--- src/sv/fclcm_pkg.sv ---
`timescale 1ns / 1ps
// Shared types, codes and arithmetic helpers of the five-channel light color mapper.
// No dependencies; imported by the controller, the datapath and the top level.
package fclcm_pkg;

	localparam int HUE_W  = 9;
	localparam int PCT_W  = 7;
	localparam int DUTY_W = 8;
	localparam int FADE_W = 16;
	localparam int NCH    = 5;
	localparam int PROD_W = 20;
	localparam int MULB_W = 14;
	localparam int QUOT_W = 14;
	localparam int STEP_W = 5;
	localparam int OP_W   = 5;
	localparam int IDX_W  = 3;

	localparam logic [HUE_W-1:0]  HUE_FULL  = 9'd360;
	localparam logic [PCT_W-1:0]  PCT_MAX   = 7'd100;
	localparam logic [PCT_W-1:0]  KNEE_AT   = 7'd15;
	localparam logic [PCT_W-1:0]  KNEE_BASE = 7'd14;
	localparam logic [MULB_W-1:0] KNEE_GAIN = 14'd86;
	localparam logic [MULB_W-1:0] FULL_DUTY = 14'd255;
	localparam logic [MULB_W-1:0] TEN_K     = 14'd10000;
	localparam logic [MULB_W-1:0] HUNDRED_B = 14'd100;

	// x / 100 as (x * 671089) >> 26, exact for x < 2**20
	localparam logic [PROD_W-1:0] DIV100_MUL   = 20'd671089;
	localparam int                DIV100_SHIFT = 26;
	// floor(5 * rem / 3) as (rem * 855) >> 9, exact for rem < 60
	localparam logic [15:0]       FRAC_MUL     = 16'd855;

	localparam logic [1:0] OPC_COLOUR = 2'd0;
	localparam logic [1:0] OPC_WHITE  = 2'd1;
	localparam logic [1:0] OPC_SWITCH = 2'd2;

	localparam logic MODE_COLOUR = 1'b0;
	localparam logic MODE_WHITE  = 1'b1;

	localparam logic [1:0] KIND_REJECT = 2'd0;
	localparam logic [1:0] KIND_OFF    = 2'd1;
	localparam logic [1:0] KIND_COLOUR = 2'd2;
	localparam logic [1:0] KIND_WHITE  = 2'd3;

	localparam logic [OP_W-1:0] OP_NOP       = 5'd0;
	localparam logic [OP_W-1:0] OP_PREP      = 5'd1;
	localparam logic [OP_W-1:0] OP_MUL_FS    = 5'd2;
	localparam logic [OP_W-1:0] OP_MUL_SF    = 5'd3;
	localparam logic [OP_W-1:0] OP_MUL_VC    = 5'd4;
	localparam logic [OP_W-1:0] OP_MUL_VS    = 5'd5;
	localparam logic [OP_W-1:0] OP_DIV_TMP   = 5'd6;
	localparam logic [OP_W-1:0] OP_DIV_PQT   = 5'd7;
	localparam logic [OP_W-1:0] OP_DIVP_PQT  = 5'd8;
	localparam logic [OP_W-1:0] OP_SEL_RGB   = 5'd9;
	localparam logic [OP_W-1:0] OP_MUL_CTBR  = 5'd10;
	localparam logic [OP_W-1:0] OP_MUL_ICTBR = 5'd11;
	localparam logic [OP_W-1:0] OP_DIV_CH    = 5'd12;
	localparam logic [OP_W-1:0] OP_MUL_KNEE  = 5'd13;
	localparam logic [OP_W-1:0] OP_KNEE      = 5'd14;
	localparam logic [OP_W-1:0] OP_MUL_SCALE = 5'd15;
	localparam logic [OP_W-1:0] OP_DIV_DUTY  = 5'd16;

	localparam logic [IDX_W-1:0] CH_RED  = 3'd0;
	localparam logic [IDX_W-1:0] CH_GRN  = 3'd1;
	localparam logic [IDX_W-1:0] CH_BLU  = 3'd2;
	localparam logic [IDX_W-1:0] CH_WARM = 3'd3;
	localparam logic [IDX_W-1:0] CH_COLD = 3'd4;
	localparam logic [IDX_W-1:0] SLOT_P  = 3'd0;
	localparam logic [IDX_W-1:0] SLOT_Q  = 3'd1;
	localparam logic [IDX_W-1:0] SLOT_T  = 3'd2;

	localparam logic [STEP_W-1:0] COLOUR_LAST = 5'd17;
	localparam logic [STEP_W-1:0] WHITE_LAST  = 5'd11;

	typedef struct packed {
		logic [OP_W-1:0]  op;
		logic [IDX_W-1:0] idx;
	} uop_t;

	typedef struct packed {
		logic load;
		logic push;
		uop_t uop;
	} dp_cmd_t;

	typedef struct packed {
		logic [1:0] kind;
	} dp_status_t;

	function automatic uop_t mk_uop(input logic [OP_W-1:0] op, input logic [IDX_W-1:0] idx);
		uop_t u;
		u.op  = op;
		u.idx = idx;
		return u;
	endfunction

	function automatic logic [QUOT_W-1:0] div100(input logic [PROD_W-1:0] x);
		logic [2*PROD_W-1:0] pr;
		pr = (2*PROD_W)'(x) * (2*PROD_W)'(DIV100_MUL);
		return pr[DIV100_SHIFT +: QUOT_W];
	endfunction

	function automatic uop_t colour_uop(input logic [STEP_W-1:0] step);
		uop_t u;
		case (step)
			5'd0:  u = mk_uop(OP_PREP, SLOT_P);
			5'd1:  u = mk_uop(OP_MUL_FS, SLOT_P);
			5'd2:  u = mk_uop(OP_MUL_VC, SLOT_P);
			5'd3:  u = mk_uop(OP_DIV_TMP, SLOT_P);
			5'd4:  u = mk_uop(OP_DIV_PQT, SLOT_Q);
			5'd5:  u = mk_uop(OP_MUL_SF, SLOT_P);
			5'd6:  u = mk_uop(OP_MUL_VC, SLOT_P);
			5'd7:  u = mk_uop(OP_DIV_TMP, SLOT_P);
			5'd8:  u = mk_uop(OP_DIV_PQT, SLOT_T);
			5'd9:  u = mk_uop(OP_MUL_VS, SLOT_P);
			5'd10: u = mk_uop(OP_DIVP_PQT, SLOT_P);
			5'd11: u = mk_uop(OP_SEL_RGB, CH_RED);
			5'd12: u = mk_uop(OP_MUL_SCALE, CH_RED);
			5'd13: u = mk_uop(OP_DIV_DUTY, CH_RED);
			5'd14: u = mk_uop(OP_MUL_SCALE, CH_GRN);
			5'd15: u = mk_uop(OP_DIV_DUTY, CH_GRN);
			5'd16: u = mk_uop(OP_MUL_SCALE, CH_BLU);
			5'd17: u = mk_uop(OP_DIV_DUTY, CH_BLU);
			default: u = mk_uop(OP_NOP, CH_RED);
		endcase
		return u;
	endfunction

	function automatic uop_t white_uop(input logic [STEP_W-1:0] step);
		uop_t u;
		case (step)
			5'd0:  u = mk_uop(OP_MUL_CTBR, CH_WARM);
			5'd1:  u = mk_uop(OP_DIV_CH, CH_WARM);
			5'd2:  u = mk_uop(OP_MUL_ICTBR, CH_COLD);
			5'd3:  u = mk_uop(OP_DIV_CH, CH_COLD);
			5'd4:  u = mk_uop(OP_MUL_KNEE, CH_WARM);
			5'd5:  u = mk_uop(OP_KNEE, CH_WARM);
			5'd6:  u = mk_uop(OP_MUL_KNEE, CH_COLD);
			5'd7:  u = mk_uop(OP_KNEE, CH_COLD);
			5'd8:  u = mk_uop(OP_MUL_SCALE, CH_WARM);
			5'd9:  u = mk_uop(OP_DIV_DUTY, CH_WARM);
			5'd10: u = mk_uop(OP_MUL_SCALE, CH_COLD);
			5'd11: u = mk_uop(OP_DIV_DUTY, CH_COLD);
			default: u = mk_uop(OP_NOP, CH_RED);
		endcase
		return u;
	endfunction

endpackage

--- src/sv/five_channel_light_color_mapper.sv ---
`timescale 1ns / 1ps
// Five-channel light color mapper: lamp commands in, five channel duties out.
// Depends on fclcm_pkg, fclcm_ctrl and fclcm_datapath.
//
// Channels: s_* carries one lamp command per transfer (opcode in s_tuser), m_* one
// result per command (five duties and fade time in m_tdata, reject flag in m_tuser),
// cfg_* writes the fade time register; the user writes it only while the block is
// idle, a rule that the block itself leaves unenforced. One command is in work
// at a time; s_tready is high only while the block is idle. A color command runs
// the color micro-op sequence and a white command the shorter white one; switch-on
// runs the sequence of the current mode, and switch-off or a rejected command none.
// The micro-op sequence uses one shared multiplier and one divide-by-100 unit,
// each used once per cycle on one operation.
// The next command is taken in the cycle after a result is loaded into the output
// register, so a result may wait for m_tready while the next command is worked on.
// When the receiver stalls a finished result stays in the output register and the
// controller holds its next result until the register is free.
// Reset: color mode, lamp on, hue 360, saturation 0, level 100, white share 0,
// brightness 30, fade time 0, no result pending.
module five_channel_light_color_mapper (
	input  logic        clk,
	input  logic        arst_n,
	input  logic        s_tvalid,
	output logic        s_tready,
	input  logic [39:0] s_tdata,   // hue[8:0], saturation[15:9], level[22:16],
	                               // warm_share[29:23], brightness[36:30],
	                               // switch_on[37], zero[39:38]
	input  logic [1:0]  s_tuser,   // opcode[1:0]
	output logic        m_tvalid,
	input  logic        m_tready,
	output logic [55:0] m_tdata,   // red_duty[7:0], green_duty[15:8], blue_duty[23:16],
	                               // warm_duty[31:24], cold_duty[39:32], fade_ms[55:40]
	output logic        m_tuser,   // status[0]
	input  logic        cfg_valid,
	output logic        cfg_ready,
	input  logic [15:0] cfg_data   // fade_time[15:0]
);
	import fclcm_pkg::*;

	logic [FADE_W-1:0]          fade_q;
	dp_cmd_t                    cmd;
	dp_status_t                 status;
	logic [NCH-1:0][DUTY_W-1:0] out_duty;
	logic [FADE_W-1:0]          out_fade;
	logic                       out_reject;

	assign cfg_ready = 1'b1;

	always_ff @(posedge clk or negedge arst_n) begin
		if (!arst_n) begin
			fade_q <= '0;
		end else if (cfg_valid && cfg_ready) begin
			fade_q <= cfg_data;
		end
	end

	fclcm_ctrl u_ctrl (
		.clk      (clk),
		.arst_n   (arst_n),
		.s_tvalid (s_tvalid),
		.s_tready (s_tready),
		.m_tvalid (m_tvalid),
		.m_tready (m_tready),
		.status   (status),
		.cmd      (cmd)
	);

	fclcm_datapath u_dp (
		.clk               (clk),
		.arst_n            (arst_n),
		.cmd               (cmd),
		.status            (status),
		.opcode            (s_tuser),
		.hue               (s_tdata[8:0]),
		.saturation        (s_tdata[15:9]),
		.level             (s_tdata[22:16]),
		.warm_share        (s_tdata[29:23]),
		.brightness        (s_tdata[36:30]),
		.switch_on         (s_tdata[37]),
		.fade_time         (fade_q),
		.out_duty          (out_duty),
		.out_fade          (out_fade),
		.out_reject        (out_reject)
	);

	assign m_tdata = {out_fade, out_duty};
	assign m_tuser = out_reject;

endmodule

--- src/sv/fclcm_ctrl.sv ---
`timescale 1ns / 1ps
// Controller of the light color mapper: input/output handshake and micro-op sequencer.
// Depends on fclcm_pkg; drives fclcm_datapath through dp_cmd_t.
module fclcm_ctrl (
	input  logic                   clk,
	input  logic                   arst_n,
	input  logic                   s_tvalid,
	output logic                   s_tready,
	output logic                   m_tvalid,
	input  logic                   m_tready,
	input  fclcm_pkg::dp_status_t  status,
	output fclcm_pkg::dp_cmd_t     cmd
);
	import fclcm_pkg::*;

	localparam logic [1:0] ST_IDLE = 2'd0;
	localparam logic [1:0] ST_RUN  = 2'd1;
	localparam logic [1:0] ST_PUSH = 2'd2;

	logic [1:0]        state_q;
	logic              white_q;
	logic [STEP_W-1:0] step_q;
	logic              out_valid_q;
	logic              accept;
	logic              last;
	logic              slot_free;

	assign s_tready  = (state_q == ST_IDLE);
	assign accept    = s_tvalid && s_tready;
	assign m_tvalid  = out_valid_q;
	assign slot_free = !out_valid_q || m_tready;
	assign last      = (step_q == (white_q ? WHITE_LAST : COLOUR_LAST));

	always_comb begin
		cmd.load = accept;
		cmd.push = (state_q == ST_PUSH) && slot_free;
		if (state_q == ST_RUN) begin
			cmd.uop = white_q ? white_uop(step_q) : colour_uop(step_q);
		end else begin
			cmd.uop = mk_uop(OP_NOP, CH_RED);
		end
	end

	always_ff @(posedge clk or negedge arst_n) begin
		if (!arst_n) begin
			state_q     <= ST_IDLE;
			white_q     <= 1'b0;
			step_q      <= '0;
			out_valid_q <= 1'b0;
		end else begin
			case (state_q)
				ST_IDLE: begin
					if (accept) begin
						step_q  <= '0;
						white_q <= (status.kind == KIND_WHITE);
						if (status.kind inside {KIND_COLOUR, KIND_WHITE}) begin
							state_q <= ST_RUN;
						end else begin
							state_q <= ST_PUSH;
						end
					end
				end
				ST_RUN: begin
					if (last) begin
						state_q <= ST_PUSH;
					end else begin
						step_q <= step_q + 1'b1;
					end
				end
				ST_PUSH: begin
					if (slot_free) begin
						state_q <= ST_IDLE;
					end
				end
				default: begin
					state_q <= ST_IDLE;
				end
			endcase
			if (cmd.push) begin
				out_valid_q <= 1'b1;
			end else if (m_tready) begin
				out_valid_q <= 1'b0;
			end
		end
	end

endmodule

--- src/sv/fclcm_datapath.sv ---
`timescale 1ns / 1ps
// Datapath of the light color mapper: lamp state, shared multiplier, divide-by-100 unit,
// work registers and output payload register. Depends on fclcm_pkg; commanded by fclcm_ctrl.
module fclcm_datapath (
	input  logic                                            clk,
	input  logic                                            arst_n,
	input  fclcm_pkg::dp_cmd_t                              cmd,
	output fclcm_pkg::dp_status_t                           status,
	input  logic [1:0]                                      opcode,
	input  logic [fclcm_pkg::HUE_W-1:0]                     hue,
	input  logic [fclcm_pkg::PCT_W-1:0]                     saturation,
	input  logic [fclcm_pkg::PCT_W-1:0]                     level,
	input  logic [fclcm_pkg::PCT_W-1:0]                     warm_share,
	input  logic [fclcm_pkg::PCT_W-1:0]                     brightness,
	input  logic                                            switch_on,
	input  logic [fclcm_pkg::FADE_W-1:0]                    fade_time,
	output logic [fclcm_pkg::NCH-1:0][fclcm_pkg::DUTY_W-1:0] out_duty,
	output logic [fclcm_pkg::FADE_W-1:0]                    out_fade,
	output logic                                            out_reject
);
	import fclcm_pkg::*;

	// lamp state
	logic             mode_q;
	logic             on_q;
	logic [HUE_W-1:0] hue_q;
	logic [PCT_W-1:0] sat_q;
	logic [PCT_W-1:0] lvl_q;
	logic [PCT_W-1:0] ct_q;
	logic [PCT_W-1:0] br_q;

	// work registers
	logic [HUE_W-1:0]  wa_q;
	logic [PCT_W-1:0]  wb_q;
	logic [PCT_W-1:0]  wv_q;
	logic [2:0]        sector_q;
	logic [PCT_W-1:0]  frac_q;
	logic [PROD_W-1:0] prod_q;
	logic [QUOT_W-1:0] div_q;
	logic [PCT_W-1:0]  pqt_q [3];
	logic [PCT_W-1:0]  ch_q [NCH];
	logic [DUTY_W-1:0] duty_q [NCH];
	logic              rej_q;

	logic [NCH-1:0][DUTY_W-1:0] out_duty_q;
	logic [FADE_W-1:0]          out_fade_q;
	logic                       out_rej_q;

	logic [1:0]        kind;
	logic [HUE_W-1:0]  hue_src;
	logic [HUE_W-1:0]  hue_eff;
	logic [PCT_W-1:0]  sat_src;
	logic [PCT_W-1:0]  lvl_eff;
	logic [PCT_W-1:0]  ct_src;
	logic [PCT_W-1:0]  br_eff;
	logic [2:0]        sector_d;
	logic [HUE_W-1:0]  sector_base;
	logic [5:0]        rem_d;
	logic [15:0]       frac_full;
	logic [PCT_W-1:0]  mul_a;
	logic [MULB_W-1:0] mul_b;
	logic [20:0]       mul_full;
	logic [PROD_W-1:0] div_in;
	logic [QUOT_W-1:0] div_out;
	logic [PCT_W-1:0]  ch_sel;
	logic [PCT_W-1:0]  v_r;
	logic [PCT_W-1:0]  v_g;
	logic [PCT_W-1:0]  v_b;

	// command decode and operand selection
	always_comb begin
		kind = KIND_REJECT;
		case (opcode)
			OPC_COLOUR: begin
				if (hue <= HUE_FULL && saturation <= PCT_MAX && level <= PCT_MAX) begin
					kind = KIND_COLOUR;
				end
			end
			OPC_WHITE: begin
				if (warm_share <= PCT_MAX && brightness <= PCT_MAX) begin
					kind = KIND_WHITE;
				end
			end
			OPC_SWITCH: begin
				if (!switch_on) begin
					kind = KIND_OFF;
				end else if (mode_q == MODE_WHITE) begin
					kind = KIND_WHITE;
				end else begin
					kind = KIND_COLOUR;
				end
			end
			default: begin
				kind = KIND_REJECT;
			end
		endcase
	end

	assign status.kind = kind;

	always_comb begin
		if (opcode == OPC_COLOUR) begin
			hue_src = hue;
			sat_src = saturation;
			lvl_eff = level;
		end else begin
			hue_src = hue_q;
			sat_src = sat_q;
			lvl_eff = (lvl_q == '0) ? PCT_MAX : lvl_q;
		end
		if (opcode == OPC_WHITE) begin
			ct_src = warm_share;
			br_eff = brightness;
		end else begin
			ct_src = ct_q;
			br_eff = (br_q == '0) ? PCT_MAX : br_q;
		end
		hue_eff = (hue_src >= HUE_FULL) ? '0 : hue_src;
	end

	// hue sector and fraction
	always_comb begin
		if (wa_q >= 9'd300) begin
			sector_d    = 3'd5;
			sector_base = 9'd300;
		end else if (wa_q >= 9'd240) begin
			sector_d    = 3'd4;
			sector_base = 9'd240;
		end else if (wa_q >= 9'd180) begin
			sector_d    = 3'd3;
			sector_base = 9'd180;
		end else if (wa_q >= 9'd120) begin
			sector_d    = 3'd2;
			sector_base = 9'd120;
		end else if (wa_q >= 9'd60) begin
			sector_d    = 3'd1;
			sector_base = 9'd60;
		end else begin
			sector_d    = 3'd0;
			sector_base = 9'd0;
		end
		rem_d     = 6'(wa_q - sector_base);
		frac_full = 16'(rem_d) * FRAC_MUL;
	end

	// shared multiplier
	always_comb begin
		mul_a = '0;
		mul_b = '0;
		case (cmd.uop.op)
			OP_MUL_FS: begin
				mul_a = frac_q;
				mul_b = MULB_W'(wb_q);
			end
			OP_MUL_SF: begin
				mul_a = wb_q;
				mul_b = MULB_W'(PCT_MAX - frac_q);
			end
			OP_MUL_VC: begin
				mul_a = wv_q;
				mul_b = TEN_K - prod_q[MULB_W-1:0];
			end
			OP_MUL_VS: begin
				mul_a = wv_q;
				mul_b = MULB_W'(PCT_MAX - wb_q);
			end
			OP_MUL_CTBR: begin
				mul_a = wa_q[PCT_W-1:0];
				mul_b = MULB_W'(wb_q);
			end
			OP_MUL_ICTBR: begin
				mul_a = PCT_MAX - wa_q[PCT_W-1:0];
				mul_b = MULB_W'(wb_q);
			end
			OP_MUL_KNEE: begin
				mul_a = ch_sel;
				mul_b = KNEE_GAIN;
			end
			OP_MUL_SCALE: begin
				mul_a = ch_sel;
				mul_b = FULL_DUTY;
			end
			default: begin
				mul_a = '0;
				mul_b = '0;
			end
		endcase
		mul_full = {14'b0, mul_a} * {7'b0, mul_b};
	end

	assign ch_sel  = ch_q[cmd.uop.idx];
	assign div_in  = (cmd.uop.op == OP_DIV_PQT) ? PROD_W'(div_q) : prod_q;
	assign div_out = div100(div_in);

	always_comb begin
		case (sector_q)
			3'd0: begin
				v_r = wv_q;      v_g = pqt_q[2]; v_b = pqt_q[0];
			end
			3'd1: begin
				v_r = pqt_q[1];  v_g = wv_q;     v_b = pqt_q[0];
			end
			3'd2: begin
				v_r = pqt_q[0];  v_g = wv_q;     v_b = pqt_q[2];
			end
			3'd3: begin
				v_r = pqt_q[0];  v_g = pqt_q[1]; v_b = wv_q;
			end
			3'd4: begin
				v_r = pqt_q[2];  v_g = pqt_q[0]; v_b = wv_q;
			end
			default: begin
				v_r = wv_q;      v_g = pqt_q[0]; v_b = pqt_q[1];
			end
		endcase
	end

	always_ff @(posedge clk or negedge arst_n) begin
		if (!arst_n) begin
			mode_q <= MODE_COLOUR;
			on_q   <= 1'b1;
			hue_q  <= HUE_FULL;
			sat_q  <= '0;
			lvl_q  <= PCT_MAX;
			ct_q   <= '0;
			br_q   <= 7'd30;
		end else if (cmd.load) begin
			case (kind)
				KIND_COLOUR: begin
					mode_q <= MODE_COLOUR;
					on_q   <= 1'b1;
					hue_q  <= hue_src;
					sat_q  <= sat_src;
					lvl_q  <= lvl_eff;
				end
				KIND_WHITE: begin
					mode_q <= MODE_WHITE;
					on_q   <= 1'b1;
					ct_q   <= ct_src;
					br_q   <= br_eff;
				end
				KIND_OFF: begin
					on_q <= 1'b0;
				end
				default: begin
				end
			endcase
		end
	end

	always_ff @(posedge clk) begin
		if (cmd.load) begin
			rej_q <= (kind == KIND_REJECT);
			for (int i = 0; i < NCH; i++) begin
				duty_q[i] <= '0;
			end
			if (kind == KIND_WHITE) begin
				wa_q <= HUE_W'(ct_src);
				wb_q <= br_eff;
			end else begin
				wa_q <= hue_eff;
				wb_q <= sat_src;
			end
			wv_q <= lvl_eff;
		end else begin
			case (cmd.uop.op)
				OP_PREP: begin
					sector_q <= sector_d;
					frac_q   <= frac_full[15:9];
				end
				OP_MUL_FS, OP_MUL_SF, OP_MUL_VC, OP_MUL_VS, OP_MUL_CTBR, OP_MUL_ICTBR,
				OP_MUL_KNEE, OP_MUL_SCALE: begin
					prod_q <= mul_full[PROD_W-1:0];
				end
				OP_DIV_TMP: begin
					div_q <= div_out;
				end
				OP_DIV_PQT, OP_DIVP_PQT: begin
					pqt_q[cmd.uop.idx[1:0]] <= div_out[PCT_W-1:0];
				end
				OP_SEL_RGB: begin
					ch_q[CH_RED] <= v_r;
					ch_q[CH_GRN] <= v_g;
					ch_q[CH_BLU] <= v_b;
				end
				OP_DIV_CH: begin
					ch_q[cmd.uop.idx] <= div_out[PCT_W-1:0];
				end
				OP_KNEE: begin
					if (ch_sel >= KNEE_AT) begin
						ch_q[cmd.uop.idx] <= KNEE_BASE + div_out[PCT_W-1:0];
					end
				end
				OP_DIV_DUTY: begin
					duty_q[cmd.uop.idx] <= div_out[DUTY_W-1:0];
				end
				default: begin
				end
			endcase
		end
		if (cmd.push) begin
			for (int i = 0; i < NCH; i++) begin
				out_duty_q[i] <= duty_q[i];
			end
			out_fade_q <= rej_q ? '0 : fade_time;
			out_rej_q  <= rej_q;
		end
	end

	assign out_duty   = out_duty_q;
	assign out_fade   = out_fade_q;
	assign out_reject = out_rej_q;

endmodule

--- config.mk ---
export PLATFORM = sky130hd
export DESIGN_NAME = five_channel_light_color_mapper
export DESIGN_NICKNAME = d
export VERILOG_FILES = /design/src/sv/fclcm_pkg.sv /design/src/sv/five_channel_light_color_mapper.sv /design/src/sv/fclcm_ctrl.sv /design/src/sv/fclcm_datapath.sv
export SDC_FILE = /design/constraint.sdc
export NUM_CORES = 1
export LEC_CHECK = 0
export BUFFER_PORTS_ARGS = -buffer_cell sky130_fd_sc_hd__buf_2
export CAP_MARGIN = 15
export CELL_PAD_IN_SITES_DETAIL_PLACEMENT = 1
export CELL_PAD_IN_SITES_GLOBAL_PLACEMENT = 1
export CORE_MARGIN = 3
export CORE_UTILIZATION = 25
export CTS_CLUSTER_DIAMETER = 50
export CTS_CLUSTER_SIZE = 40
export DETAILED_ROUTE_END_ITERATION = 6
export GPL_TIMING_DRIVEN = 0
export PLACE_DENSITY_LB_ADDON = 0.1
export SYNTH_ARGS = -nofsm -noshare
export SYNTH_HDL_FRONTEND = slang
export SYNTH_HIERARCHICAL = 1
export SYNTH_SLANG_ARGS = --single-unit
--- constraint.sdc ---
create_clock -name clk -period 13.61 [get_ports clk]
set_input_delay 4.083 -clock clk [delete_from_list [all_inputs] [get_ports clk]]
set_output_delay 4.083 -clock clk [all_outputs]
set_load 0.02 [all_outputs]
==> impl_metrics.json <==
{
  "outcome": "completed",
  "worst_ep_required_time_ns": 13.92,
  "synthesis.area_per_instance_um2": 10.7,
  "ys_warns": 6,
  "post_cts_setup_inserts": 0,
  "period_share_pct": 89.0,
  "worst_skew_pair.late_latency_ns": 0.57,
  "final_critical_path_time_including_i_o_delays_and_setup_ns": 12.12,
  "synth.ff_latch_count": 305,
  "critical_path_data_arrival_time_ns": 12.43,
  "nNetsFinal": 3197,
  "setup.worst_path.start_class": "flip-flop",
  "die-area_mm2": 0.109,
  "slowest_stage": "sky130_fd_sc_hd__o22ai_1",
  "place.gp.congestion": 0.851,
  "post_route_cells_drive_above_1_share_pct": 13.6,
  "crit_path_frequent_cell": "sky130_fd_sc_hd__inv_1",
  "cp_delay_by_family_top": "adder cells",
  "initial_util_pct": 25.2,
  "report.final.setup_viol": 0,
  "initial_antenna_violation_count": 0,
  "first_global_vias": 20600,
  "synth-edff-count": 242,
  "post_synth_instance_area_mm2": 0.0261,
  "multi_input_area_mm2": 0.0155,
  "dp.final_hpwl_um": 65500,
  "synth_sequential_area_ratio_pct": 33.9,
  "drc": 0,
  "design.portCount": 123,
  "area_growth_pct": 15.8,
  "hp-class": "reg -> reg",
  "synth_flop_cell": "sky130_fd_sc_hd__edfxtp_1",
  "cell_at_the_root_of_the_clock_tree": "sky130_fd_sc_hd__clkbuf_16",
  "avgRoutedWirePerCell_um": 19.7,
  "route.vias.total": 18400,
  "pin_count_of_the_biggest_net_entering_global_routing": 59,
  "die_width_um": 329,
  "clk_pin_slew_worst_paths_ns": 0.06,
  "clock_sinks": 305,
  "ctsHoldBuffers": 0,
  "worstPathMaxFanout": 10,
  "maxCapViolations": 0,
  "setup_repair_after_global_routing_missed_its_margin": "false",
  "synth_cell_types": 103,
  "drt-vias-per-instance": 4.54,
  "detailedRoute.firstIterationViolations": 737,
  "die_h_um": 329,
  "synthesis.instances": 2446,
  "core-area_mm2": 0.104,
  "layout_common_cells": "sky130_fd_sc_hd__inv_1, sky130_fd_sc_hd__ha_1, sky130_fd_sc_hd__edfxtp_1, sky130_fd_sc_hd__nand2_1, sky130_fd_sc_hd__fa_1",
  "total_of_cells_resized_after_clock_tree_synthesis": 0,
  "mostFrequentLayoutCell": "sky130_fd_sc_hd__inv_1",
  "report.final.slew_viol_count": 0,
  "cts_buffer_count": 47,
  "timing.max_slew.rel_slack_pct": 20.2,
  "total_of_fill_cells_in_the_finished_design": 11700,
  "crit_path_end_kind": "flip-flop",
  "hold_viol_final": 0,
  "fin_skew_ns": 0.0150,
  "number_of_buffers_inserted_by_port_buffering": 118,
  "tns_ns": 0,
  "cp_num_buf_inv": 12,
  "drt_pass1_iterations": 5,
  "timing_worst_slew_pin_value_ns": 1.18,
  "wire_length_of_the_first_global_routing_pass_um": 125000,
  "clock_tree_from_tritoncts": "built",
  "worstSetupPathType": "reg -> reg",
  "synthArstFlopShare_pct": 20.7,
  "register_area_mm2": 0.00886,
  "drt-total-wl_um": 79600,
  "row_count": 118,
  "cpPeakStageDelay_ns": 0.77,
  "mappedNetlistNets": 3020,
  "grtUsageTotal_pct": 14.9,
  "max_freq_mhz": 82.5,
  "grt_overflow": 0,
  "max-clock-path-buffers": 3,
  "route.antenna.remaining_nets": 0,
  "htree_levels": 2
}
## metal layers
metal | GRT usage [%] | routed length (um) | vias up
met1 | 20.0 | 36700 | 9339
met4 | 3.94 | 1930 | 0
li1 | - | - | 8678
met5 | 0 | 0 | -
met3 | 1.49 | 2130 | 92
met2 | 25.5 | 38900 | 261
## Yosys cell counts, types with 6 or more instances
library cell | number | area share (%)
sky130_fd_sc_hd__xor2_1 | 17 | 0.57
sky130_fd_sc_hd__nand2b_1 | 26 | 0.62
sky130_fd_sc_hd__clkbuf_1 | 50 | 0.72
sky130_fd_sc_hd__dfrtp_1 | 52 | 5.0
sky130_fd_sc_hd__nor2b_1 | 44 | 1.1
sky130_fd_sc_hd__or2_2 | 6 | 0.14
sky130_fd_sc_hd__nor3_1 | 33 | 0.63
sky130_fd_sc_hd__a21oi_1 | 74 | 1.4
sky130_fd_sc_hd__a22oi_1 | 14 | 0.40
sky130_fd_sc_hd__nand2_1 | 223 | 3.2
sky130_fd_sc_hd__o22ai_1 | 19 | 0.45
sky130_fd_sc_hd__o21bai_1 | 6 | 0.17
sky130_fd_sc_hd__nor2_1 | 164 | 2.4
sky130_fd_sc_hd__mux2i_1 | 51 | 2.0
sky130_fd_sc_hd__ha_1 | 296 | 14
sky130_fd_sc_hd__dfstp_2 | 11 | 1.1
sky130_fd_sc_hd__inv_1 | 385 | 5.5
sky130_fd_sc_hd__o21ai_0 | 72 | 1.4
sky130_fd_sc_hd__mux2_4 | 10 | 0.57
sky130_fd_sc_hd__nand4_1 | 6 | 0.14
sky130_fd_sc_hd__a211oi_1 | 12 | 0.34
sky130_fd_sc_hd__a22o_1 | 9 | 0.30
sky130_fd_sc_hd__a31oi_1 | 12 | 0.29
sky130_fd_sc_hd__fa_1 | 215 | 16
sky130_fd_sc_hd__o2111ai_1 | 6 | 0.20
sky130_fd_sc_hd__o31ai_1 | 12 | 0.34
sky130_fd_sc_hd__buf_6 | 6 | 0.26
sky130_fd_sc_hd__a221oi_1 | 8 | 0.27
sky130_fd_sc_hd__or3_1 | 11 | 0.26
sky130_fd_sc_hd__o211ai_1 | 13 | 0.37
sky130_fd_sc_hd__mux2_2 | 58 | 2.5
sky130_fd_sc_hd__a21o_1 | 20 | 0.57
sky130_fd_sc_hd__xnor2_1 | 56 | 1.9
sky130_fd_sc_hd__and2_1 | 25 | 0.60
sky130_fd_sc_hd__edfxtp_1 | 242 | 28
sky130_fd_sc_hd__nand3_1 | 32 | 0.61
sky130_fd_sc_hd__buf_2 | 9 | 0.17
sky130_fd_sc_hd__and3_1 | 11 | 0.26
## state kept, by name, summed over array words and instances, names as in the netlist, 9 cells and up
signal and flops:
fade_q 16, u_dp/div_q 14, u_dp/out_fade 16, u_dp/wa_q 9
u_dp/duty_q 40, u_dp/pqt_q 21, u_dp/prod_q 20, u_dp/out_duty 40
u_dp/ch_q 56, u_dp/hue_q 9
## final cells by class
cell class                      instances  area share [%]
Antenna cell                            1         0.00827
Buffer                                 75            1.26
Clock buffer                           58            4.29
Clock inverter                         30            1.20
Inverter                              390            4.84
Multi-Input combinational cell       1676            51.1
Sequential cell                       305            29.3
Tap cell                             1380            5.70
Timing Repair Buffer                  128            2.31
## worst paths after layout
check / startpoint / end / slack, ns / depth (start not counted)
min in group asynchronous: arst_n / u_dp/ct_q[0] / 3.33 / 1
setup reg to reg: u_ctrl/step_q[0] / u_dp/ch_q[2][5] / 1.49 / 37
max in group asynchronous: arst_n / u_dp/hue_q[5] / 9.70 / 2
hold / removal: u_dp/duty_q[1][0] / u_dp/out_duty[8] / 0.42 / 0
hold reg to reg: u_dp/duty_q[1][0] / u_dp/out_duty[8] / 0.42 / 0
setup / recovery: u_ctrl/step_q[0] / u_dp/ch_q[2][5] / 1.49 / 37
## worst register-to-register path: cells and delay by family (launching register included)
family                   cells  cell delay, ns
AO/OA/AOI/OAI                6            2.14
XOR/XNOR                     2            0.54
adder cells (fa/ha/maj)     10            4.28
buffers and inverters       12            2.14
flip-flops                   1            0.46
multiplexers                 2            0.94
AND/OR/NAND/NOR              5            1.37
## cells by family after synthesis
logic type               after synthesis  share of synthesized area, %
XOR/XNOR                              78                          2.84
flip-flops                           305                          33.9
buffers and inverters                465                          7.05
other                                  1                        0.0143
adder cells (fa/ha/maj)              511                          30.6
multiplexers                         127                          5.58
AND/OR/NAND/NOR                      614                          10.9
AO/OA/AOI/OAI                        345                          9.06
## through the flow
step | hold slack [ns] | utilization, % | instances | setup WS, ns | area [um^2]
3_3_place_gp | 0.405 | 27.5 | 3944 | 1.13 | 28500
3_5_place_dp | 0.408 | 27.6 | 3950 | 0.871 | 28600
5_1_grt | 0.429 | 29.2 | 4042 | 0.659 | 30300
6_report | 0.419 | 29.2 | 4043 | 1.49 | 30300
4_1_cts | 0.422 | 29.2 | 4038 | 0.882 | 30200
2_1_floorplan | 0.400 | - | 2446 | 3.89 | 26100
Power is left out: the tool's default activity adds up to more than one toggle a clock period on the data nets, which glitch-free logic cannot reach.
